===== config.mk =====
export PLATFORM = sky130hd
export DESIGN_NAME = bb_mean
export DESIGN_NICKNAME = d
export VERILOG_FILES = /design/src/design/bb_pkg.sv /design/src/design/bb_mean.sv
export SDC_FILE = /design/constraint.sdc
export NUM_CORES = 1
export LEC_CHECK = 0
export BUFFER_PORTS_ARGS = -buffer_cell sky130_fd_sc_hd__buf_2
export CORE_ASPECT_RATIO = 1.2
export CORE_UTILIZATION = 60
export CTS_BUF_LIST = sky130_fd_sc_hd__clkbuf_16
export DETAILED_ROUTE_END_ITERATION = 10
export MAX_ROUTING_LAYER = met4
export PLACE_DENSITY = 0.76
export SETUP_SLACK_MARGIN = 0.15
export SYNTH_ARGS = -nofsm -noshare
export SYNTH_HDL_FRONTEND = slang
export SYNTH_SLANG_ARGS = --single-unit
export TNS_END_PERCENT = 30

===== constraint.sdc =====
create_clock -name aclk -period 17.75 [get_ports aclk]
set_clock_uncertainty 0.2 [all_clocks]
set_input_delay 0 -clock aclk [delete_from_list [all_inputs] [get_ports aclk]]
set_output_delay 0 -clock aclk [all_outputs]
set_load 0.05 [all_outputs]

===== src/design/bb_pkg.sv =====
`timescale 1ns / 1ps
package bb_pkg;

    // Frame geometry
    localparam int MAX_WIDTH  = 1024;
    localparam int MAX_HEIGHT = 4096;
    localparam int FW_W       = 11;                       // frame_width register
    localparam int FH_W       = 13;                       // frame_height register
    localparam int COL_W      = $clog2(MAX_WIDTH);        // column counter / line store index
    localparam int ROW_W      = $clog2(MAX_HEIGHT);       // row counter
    localparam int EW_W       = (FW_W > $clog2(MAX_WIDTH + 1)) ? FW_W : $clog2(MAX_WIDTH + 1);
    localparam int EH_W       = FH_W;

    // Configuration port
    localparam int CFG_IDX_W  = 1;
    localparam int CFG_DATA_W = FH_W;
    localparam logic [FW_W-1:0] FRAME_WIDTH_RST  = FW_W'(1024);
    localparam logic [FH_W-1:0] FRAME_HEIGHT_RST = FH_W'(768);

    typedef enum logic [CFG_IDX_W-1:0] {
        REG_FRAME_WIDTH  = 1'b0,
        REG_FRAME_HEIGHT = 1'b1
    } cfg_reg_t;

    // Datapath widths
    localparam int PIX_W = 24;
    localparam int SUM_W = 12;    // up to nine 8-bit values
    localparam int CNT_W = 4;     // 1..9 neighbors

    // Reciprocal constants for the rounded mean, exact for the value range used
    localparam int RCP_SH  = 14;
    localparam int RCP_W   = 13;
    localparam logic [RCP_W-1:0] RCP_DIV3 = RCP_W'(5462);   // ceil(2^14 / 3)
    localparam logic [RCP_W-1:0] RCP_DIV9 = RCP_W'(1821);   // ceil(2^14 / 9)
    localparam int PROD_W  = SUM_W + RCP_W;

    typedef struct packed {
        logic [7:0] red;
        logic [7:0] green;
        logic [7:0] blue;
    } pixel_t;

    // Line store word: row two above and row just above, same column
    typedef struct packed {
        pixel_t older;
        pixel_t prev;
    } lb_word_t;

    // Position flags of an input pixel within the frame
    typedef struct packed {
        logic r_ge1;
        logic r_ge2;
        logic c_ge1;
        logic c_ge2;
        logic last_row;
        logic last_col;
    } pos_t;

    // New window column plus its position
    typedef struct packed {
        pixel_t older;
        pixel_t prev;
        pixel_t px;
        pos_t   pos;
    } lb_out_t;

    // Neighborhood sums for one result
    typedef struct packed {
        logic [SUM_W-1:0] red;
        logic [SUM_W-1:0] green;
        logic [SUM_W-1:0] blue;
        logic [CNT_W-1:0] cnt;
        logic             last;
        logic             frame_done;
    } sum_t;

    // Rounded-half-up mean: (2*s + n) / (2*n), n in {1,2,3,4,6,9}.
    // Powers of two shift; the /3 and /9 cases use a reciprocal multiply.
    function automatic logic [7:0] mean_round(logic [SUM_W-1:0] s, logic [CNT_W-1:0] n);
        logic [SUM_W:0]    x;
        logic [SUM_W-1:0]  y;
        logic [PROD_W-1:0] p;
        logic [7:0]        q;
        x = {s, 1'b0} + (SUM_W + 1)'(n);
        y = '0;
        p = '0;
        unique case (n)
            4'd1: q = 8'(x >> 1);
            4'd2: q = 8'(x >> 2);
            4'd4: q = 8'(x >> 3);
            4'd3: begin
                y = SUM_W'(x >> 1);
                p = PROD_W'(y) * PROD_W'(RCP_DIV3);
                q = p[RCP_SH+7:RCP_SH];
            end
            4'd6: begin
                y = SUM_W'(x >> 2);
                p = PROD_W'(y) * PROD_W'(RCP_DIV3);
                q = p[RCP_SH+7:RCP_SH];
            end
            4'd9: begin
                y = SUM_W'(x >> 1);
                p = PROD_W'(y) * PROD_W'(RCP_DIV9);
                q = p[RCP_SH+7:RCP_SH];
            end
            default: q = 8'(x >> 1);
        endcase
        return q;
    endfunction

endpackage


===== src/design/bb_mean.sv =====
`timescale 1ns / 1ps
module bb_mean (
    input  logic          aclk,
    input  logic          aresetn,
    input  logic          in_valid,
    output logic          in_ready,
    input  bb_pkg::sum_t  in_sum,
    output logic          m_tvalid,
    input  logic          m_tready,
    output logic [23:0]   m_tdata,    // red_out, green_out, blue_out
    output logic          m_tlast,    // last_of_run
    output logic [0:0]    m_tuser     // frame_done
);
    import bb_pkg::*;

    logic       out_valid_reg;
    pixel_t     out_px_reg;
    logic       out_last_reg;
    logic       out_done_reg;
    logic       in_fire;

    assign in_ready = ~out_valid_reg | m_tready;
    assign in_fire  = in_valid & in_ready;

    // Rounded means into the output register
    always_ff @(posedge aclk) begin
        if (in_fire) begin
            out_px_reg.red   <= mean_round(in_sum.red,   in_sum.cnt);
            out_px_reg.green <= mean_round(in_sum.green, in_sum.cnt);
            out_px_reg.blue  <= mean_round(in_sum.blue,  in_sum.cnt);
            out_last_reg     <= in_sum.last;
            out_done_reg     <= in_sum.frame_done;
        end
    end

    always_ff @(posedge aclk) begin
        if (!aresetn) begin
            out_valid_reg <= 1'b0;
        end else if (in_fire) begin
            out_valid_reg <= 1'b1;
        end else if (m_tready) begin
            out_valid_reg <= 1'b0;
        end
    end

    assign m_tvalid   = out_valid_reg;
    assign m_tdata    = {out_px_reg.blue, out_px_reg.green, out_px_reg.red};
    assign m_tlast    = out_last_reg;
    assign m_tuser[0] = out_done_reg;

endmodule


; Yosys cells after proc, flatten, opt, wreduce, memory -nomap -nowiden
; Cells that the tools add are included.
[classes]
addsub = 3
multipliers = 9
reduce_logical = 1
mux = 5
bitwise = 3
n_eq_ne = 5
[op_table]
columns = operator, n
row1 = 8-bit case mux with 5 select lines, 3
row2 = 12-bit by 11-bit multiplier with 22-bit output (second input constant), 3
row3 = 11-bit by 12-bit multiplier with 21-bit output (second input constant), 3
row4 = 12-bit by 12-bit multiplier with 21-bit output (second input constant), 3
row5 = 13-bit by 4-bit adder with 13-bit output, 3
row6 = 4-bit by 2-bit equality test with 1-bit output (second input constant), 2
row7 = 4-bit by 3-bit equality test with 1-bit output (second input constant), 2
row8 = 4-bit equality test (second input constant), 1
row9 = 1-bit 2-to-1 mux, 2
row10 = 2-bit nonzero test, 1
row11 = 1-bit AND, 1
row12 = 1-bit inverter, 1
row13 = 1-bit OR, 1
[totals]
regBits = 27
output_inout_bits = 28
in_bits = 46
word_cells = 32

; Depth between registers and ports, before layout
[depth]
ltp_word = 4
depth_mapped = 28
mapped_depth_nobuf = 28

; Worst setup path after synthesis
; OpenSTA, ideal clock, no wires.
[synth_timing]
kind = input port to flip-flop
startpoint = in in_sum[3] (netlist name)
endpoint = reg out_px_reg (netlist bit m_tdata[5]), data pin
arrival_time_ns = 5.955
required_time_ns = 17.274
slack_ns = 11.318
path_buffers = 0
cell_stages = 27
cell_sequence = ha_1 > fa_1 > a21o_1 > nor2b_2 > nand3_1 > xnor2_1 > inv_1 > fa_1 > inv_1 > ha_1 > inv_1 > fa_1 > inv_1 > fa_1 > inv_1 > fa_1 > inv_1 > ha_1 > and3_1 > a221oi_1 > o21ai_0 > a21o_1 > o211ai_1 > nor2b_1 > xnor2_1 > a221oi_1 > a22oi_1
[synth_between]
elab_chain_len = 3
elab_cells_between_ends = 10
cone_classes = 1 x add/sub / 3 x mul / 5 x eq/ne / 1 x mux
[synth_lines]
columns = item, line_no
row1 = start: declaration, bb_mean.sv:7  ; input bb_pkg::sum_t in_sum,
row2 = 13-bit by 4-bit adder with 13-bit output, bb_pkg.sv:84  ; x = {s, 1'b0} + (SUM_W + 1)'(n);
row3 = 12-bit by 11-bit multiplier with 22-bit output (tied with other cells), bb_pkg.sv:103  ; p = PROD_W'(y) * PROD_W'(RCP_DIV9);
row4 = 8-bit case mux with 5 select lines (*), bb_pkg.sv:87  ; unique case (n)
row5 = end: declaration, bb_mean.sv:17  ; pixel_t out_px_reg;
; Mark *: on every way between the ends. The rest lies on a longest branch, timed or not.
; A chain may end at the register's enable or synchronous reset.

; Worst setup path after layout
[layout_timing]
startpoint = in in_sum[4] (netlist name)
endpoint = reg out_px_reg (netlist bit m_tdata[23]), data pin
; The elaborated chain is that of the path after synthesis.

==> impl_metrics.toml <==
[detailed_routing]
post_route_drc = 0
detail_route.vias_per_cell = 5.658
routedWlPerCell_um = 17.85
routed-wl-met2_um = 24760
ant_nets = 0
wl_met3_um = 2470
highest-signal-layer = "met4"
vias = 15620
drtIter0Drc = 759
drt-met1-wl_um = 19970
totalWireLength_um = 49280
drt_pre_antenna_iters = 6

[cts]
cts_resized = 0
root_buffer = "clkbuf_16"
tritoncts = "built"
worstSkewPairLatency_ns = 0.27
htreeDepth = 1
cts_buffer_depth = 2
cts_buffers = 3
cts.reportedPaths.clkPinSlew_ns = 0.08
cts_num_sinks = 27

[setup_path]
critical_path_peak_fanout = 14
setup.worst_path.end_class = "register"
worst_setup_path_start_kind = "primary input"
crit_type = "primary input to register"
worstPathRequired_ns = 17.56
arrival_time_worst_endpoint_ns = 7.36

[timing]
report.final.slew_viol_count = 0
hold_ws_ns = 0.04534
period_share_pct = 42.52
rsz0062_at_grt = "false"
worst_slew_pin_slew_ns = 1.052
timing.final.hold_violations = 0
final_period_minus_worst_setup_slack_ns = 7.547
timing.slew.headroom_pct = 29.52
report.final.setup_viol = 0
max_freq_ghz = 0.1325
setup_ws_ns = 10.20
setup-tns-final_ns = 0

[placed_design]
detailedPlace.worstSlack_ns = 10.00
post-dp-hpwl_um = 43220
port_buffers = 73
gpl.final_weighted_congestion = 0.9757

[finish]
num_antenna_cells = 0
fin_util_pct = 64.33
layout.filler_cells = 2744
area_growth_syn_to_layout_pct = 5.734
fin_nets = 3212
layout-drive-gt1-share_pct = 5.510

[synthesis]
synth_flop_cell = "edfxtp_1"
number_of_enable_type_register_cells_in_the_synthesized_netlist = 26
synth.net_count = 3124
synth_cell_type_count = 74
mappedNetlistArea_um2 = 20730
ys_async_sr_fraction_pct = 0
sequential_element_share_of_the_synthesized_area_pct = 3.863
synthesis.area_per_instance_um2 = 9.346
synth-seq-cells = 27
synthesis.instances = 2218
yosys_warnings = 0

[flow_run]
max_cap_violations = 0

[global_route]
gr-usage-all-layers_pct = 30.63
grt_pass1_vias = 17080
largest_net_degree_at_the_start_of_global_routing = 30
grt_overflow = 0
antenna_found_initial = 0
global_route_wire_length_before_repair_um = 82250

[die]
die_width_um = 171.7
row_count = 74
core_region_um2 = 34070
ios = 74
dieHeight_um = 205.6
initial_utilization_pct = 60.84
floorplan.die_area_um2 = 35300

[run_status]
outcome = "completed"

[hold_path]
min_path_type = "primary input to register"
kinds of logic after synthesis:
group,after synthesis,synth area share (%)
fa+ha+maj,860,62.52
buf+inv,674,12.21
compound gates,278,9.151
simple gates,238,6.024
xor+xnor,130,5.692
flops,27,3.863
mux,11,0.5433
cell type report:
class                           count  area (um2)  share of cell area [%]
Clock buffer                        3       75.07                  0.3425
Clock inverter                      1       5.005                 0.02283
Inverter                          656        2462                   11.23
Multi-Input combinational cell   1517       17420                   79.46
Sequential cell                    27       800.8                   3.654
Tap cell                          456       570.5                   2.603
Timing Repair Buffer              101       588.1                   2.683
per-stage QoR:
step | area (um2) | std cells
floorplan | 20730 | 2218
global placement | 21790 | 2752
detailed placement | 21790 | 2752
CTS | 21920 | 2761
global route | 21920 | 2761
finish | 21920 | 2761
flip-flops by register name (all words and copies together), names as in the netlist:
name      flops
m_tlast       1
m_tdata      24
m_tvalid      1
m_tuser       1
critical path: stages:
cell and delay [ns]:
buf_2 0.33, ha_1 0.30, a21o_1 0.17, a21oi_1 0.45, nor2_1 0.10, xnor2_1 0.64, inv_1 0.46, ha_1 0.41
ha_1 0.44, inv_1 0.09, fa_1 0.48, inv_1 0.05, fa_1 0.51, inv_1 0.05, fa_1 0.49, inv_1 0.04
ha_1 0.28, a21o_1 0.18, a21o_1 0.18, a21oi_1 0.25, a31oi_1 0.17, o21ai_0 0.40, a21oi_1 0.16, xnor2_1 0.15
a211oi_1 0.39, o22ai_1 0.17
metal layers:
metal	vias to the layer above	track usage [%]
met5	-	-
met4	0	12.05
met3	144	2.924
met2	465	53.67
met1	7646	35.94
li1	7368	-
worst paths after layout:
path	endpoint	slack, ns	from	cells past startpoint
worst max-delay path	m_tdata[23]	10.20	in_sum[4]	26
worst min-delay path	m_tuser	0.05	m_tready	3
worst max register to register	m_tdata[15]	16.20	m_tvalid	3
worst min register to register	m_tuser	0.55	m_tvalid	2
synth_stat cells (all sizes together), types with 10 or more instances:
cell	instances	area, um2
nand2b	24	150.1
nor2	43	161.4
o221ai	18	157.7
clkbuf	16	60.06
and3	14	93.84
o21ai	40	200.2
a21o	35	265.3
nor2b	11	71.32
a221oi	20	175.2
inv	656	2462
xnor2	93	855.8
ha	567	7094
edfxtp	26	780.8
or3	10	62.56
nand3	20	100.1
fa	293	5866
nor3	14	75.07
nand2	62	235.2
a22oi	10	75.07
xor2	37	324.1
a21oi	78	394.1
repair_timing:
item	in CTS	in global routing
setup buffers	0	0
setup endpoints to repair	0	0
hold buffers	5	0
hold endpoints to repair	5	0
cells in the final DEF, fill, tap and decap left out, types with 6 or more instances in the layout:
cell and count:
buf_4 23, nand4_1 9, buf_2 73, inv_1 655, nor2_1 42, a21o_1 33
xor2_1 37, nand2_1 61, fa_1 293, a211oi_1 9, and3_1 12, o221ai_1 18
o21a_1 9, a31oi_1 8, nor2b_1 10, nand3_1 20, mux2i_1 9, ha_1 567
edfxtp_1 26, nand2b_1 24, nor3_1 11, or3_1 10, o2111ai_1 9, a21oi_1 77
nand3b_1 6, a22oi_1 10, xnor2_1 89, a221oi_1 20, o21ai_0 39
Power is not shown: default switching activity piles up to over one toggle a cycle in this logic, so the estimate is an artifact.
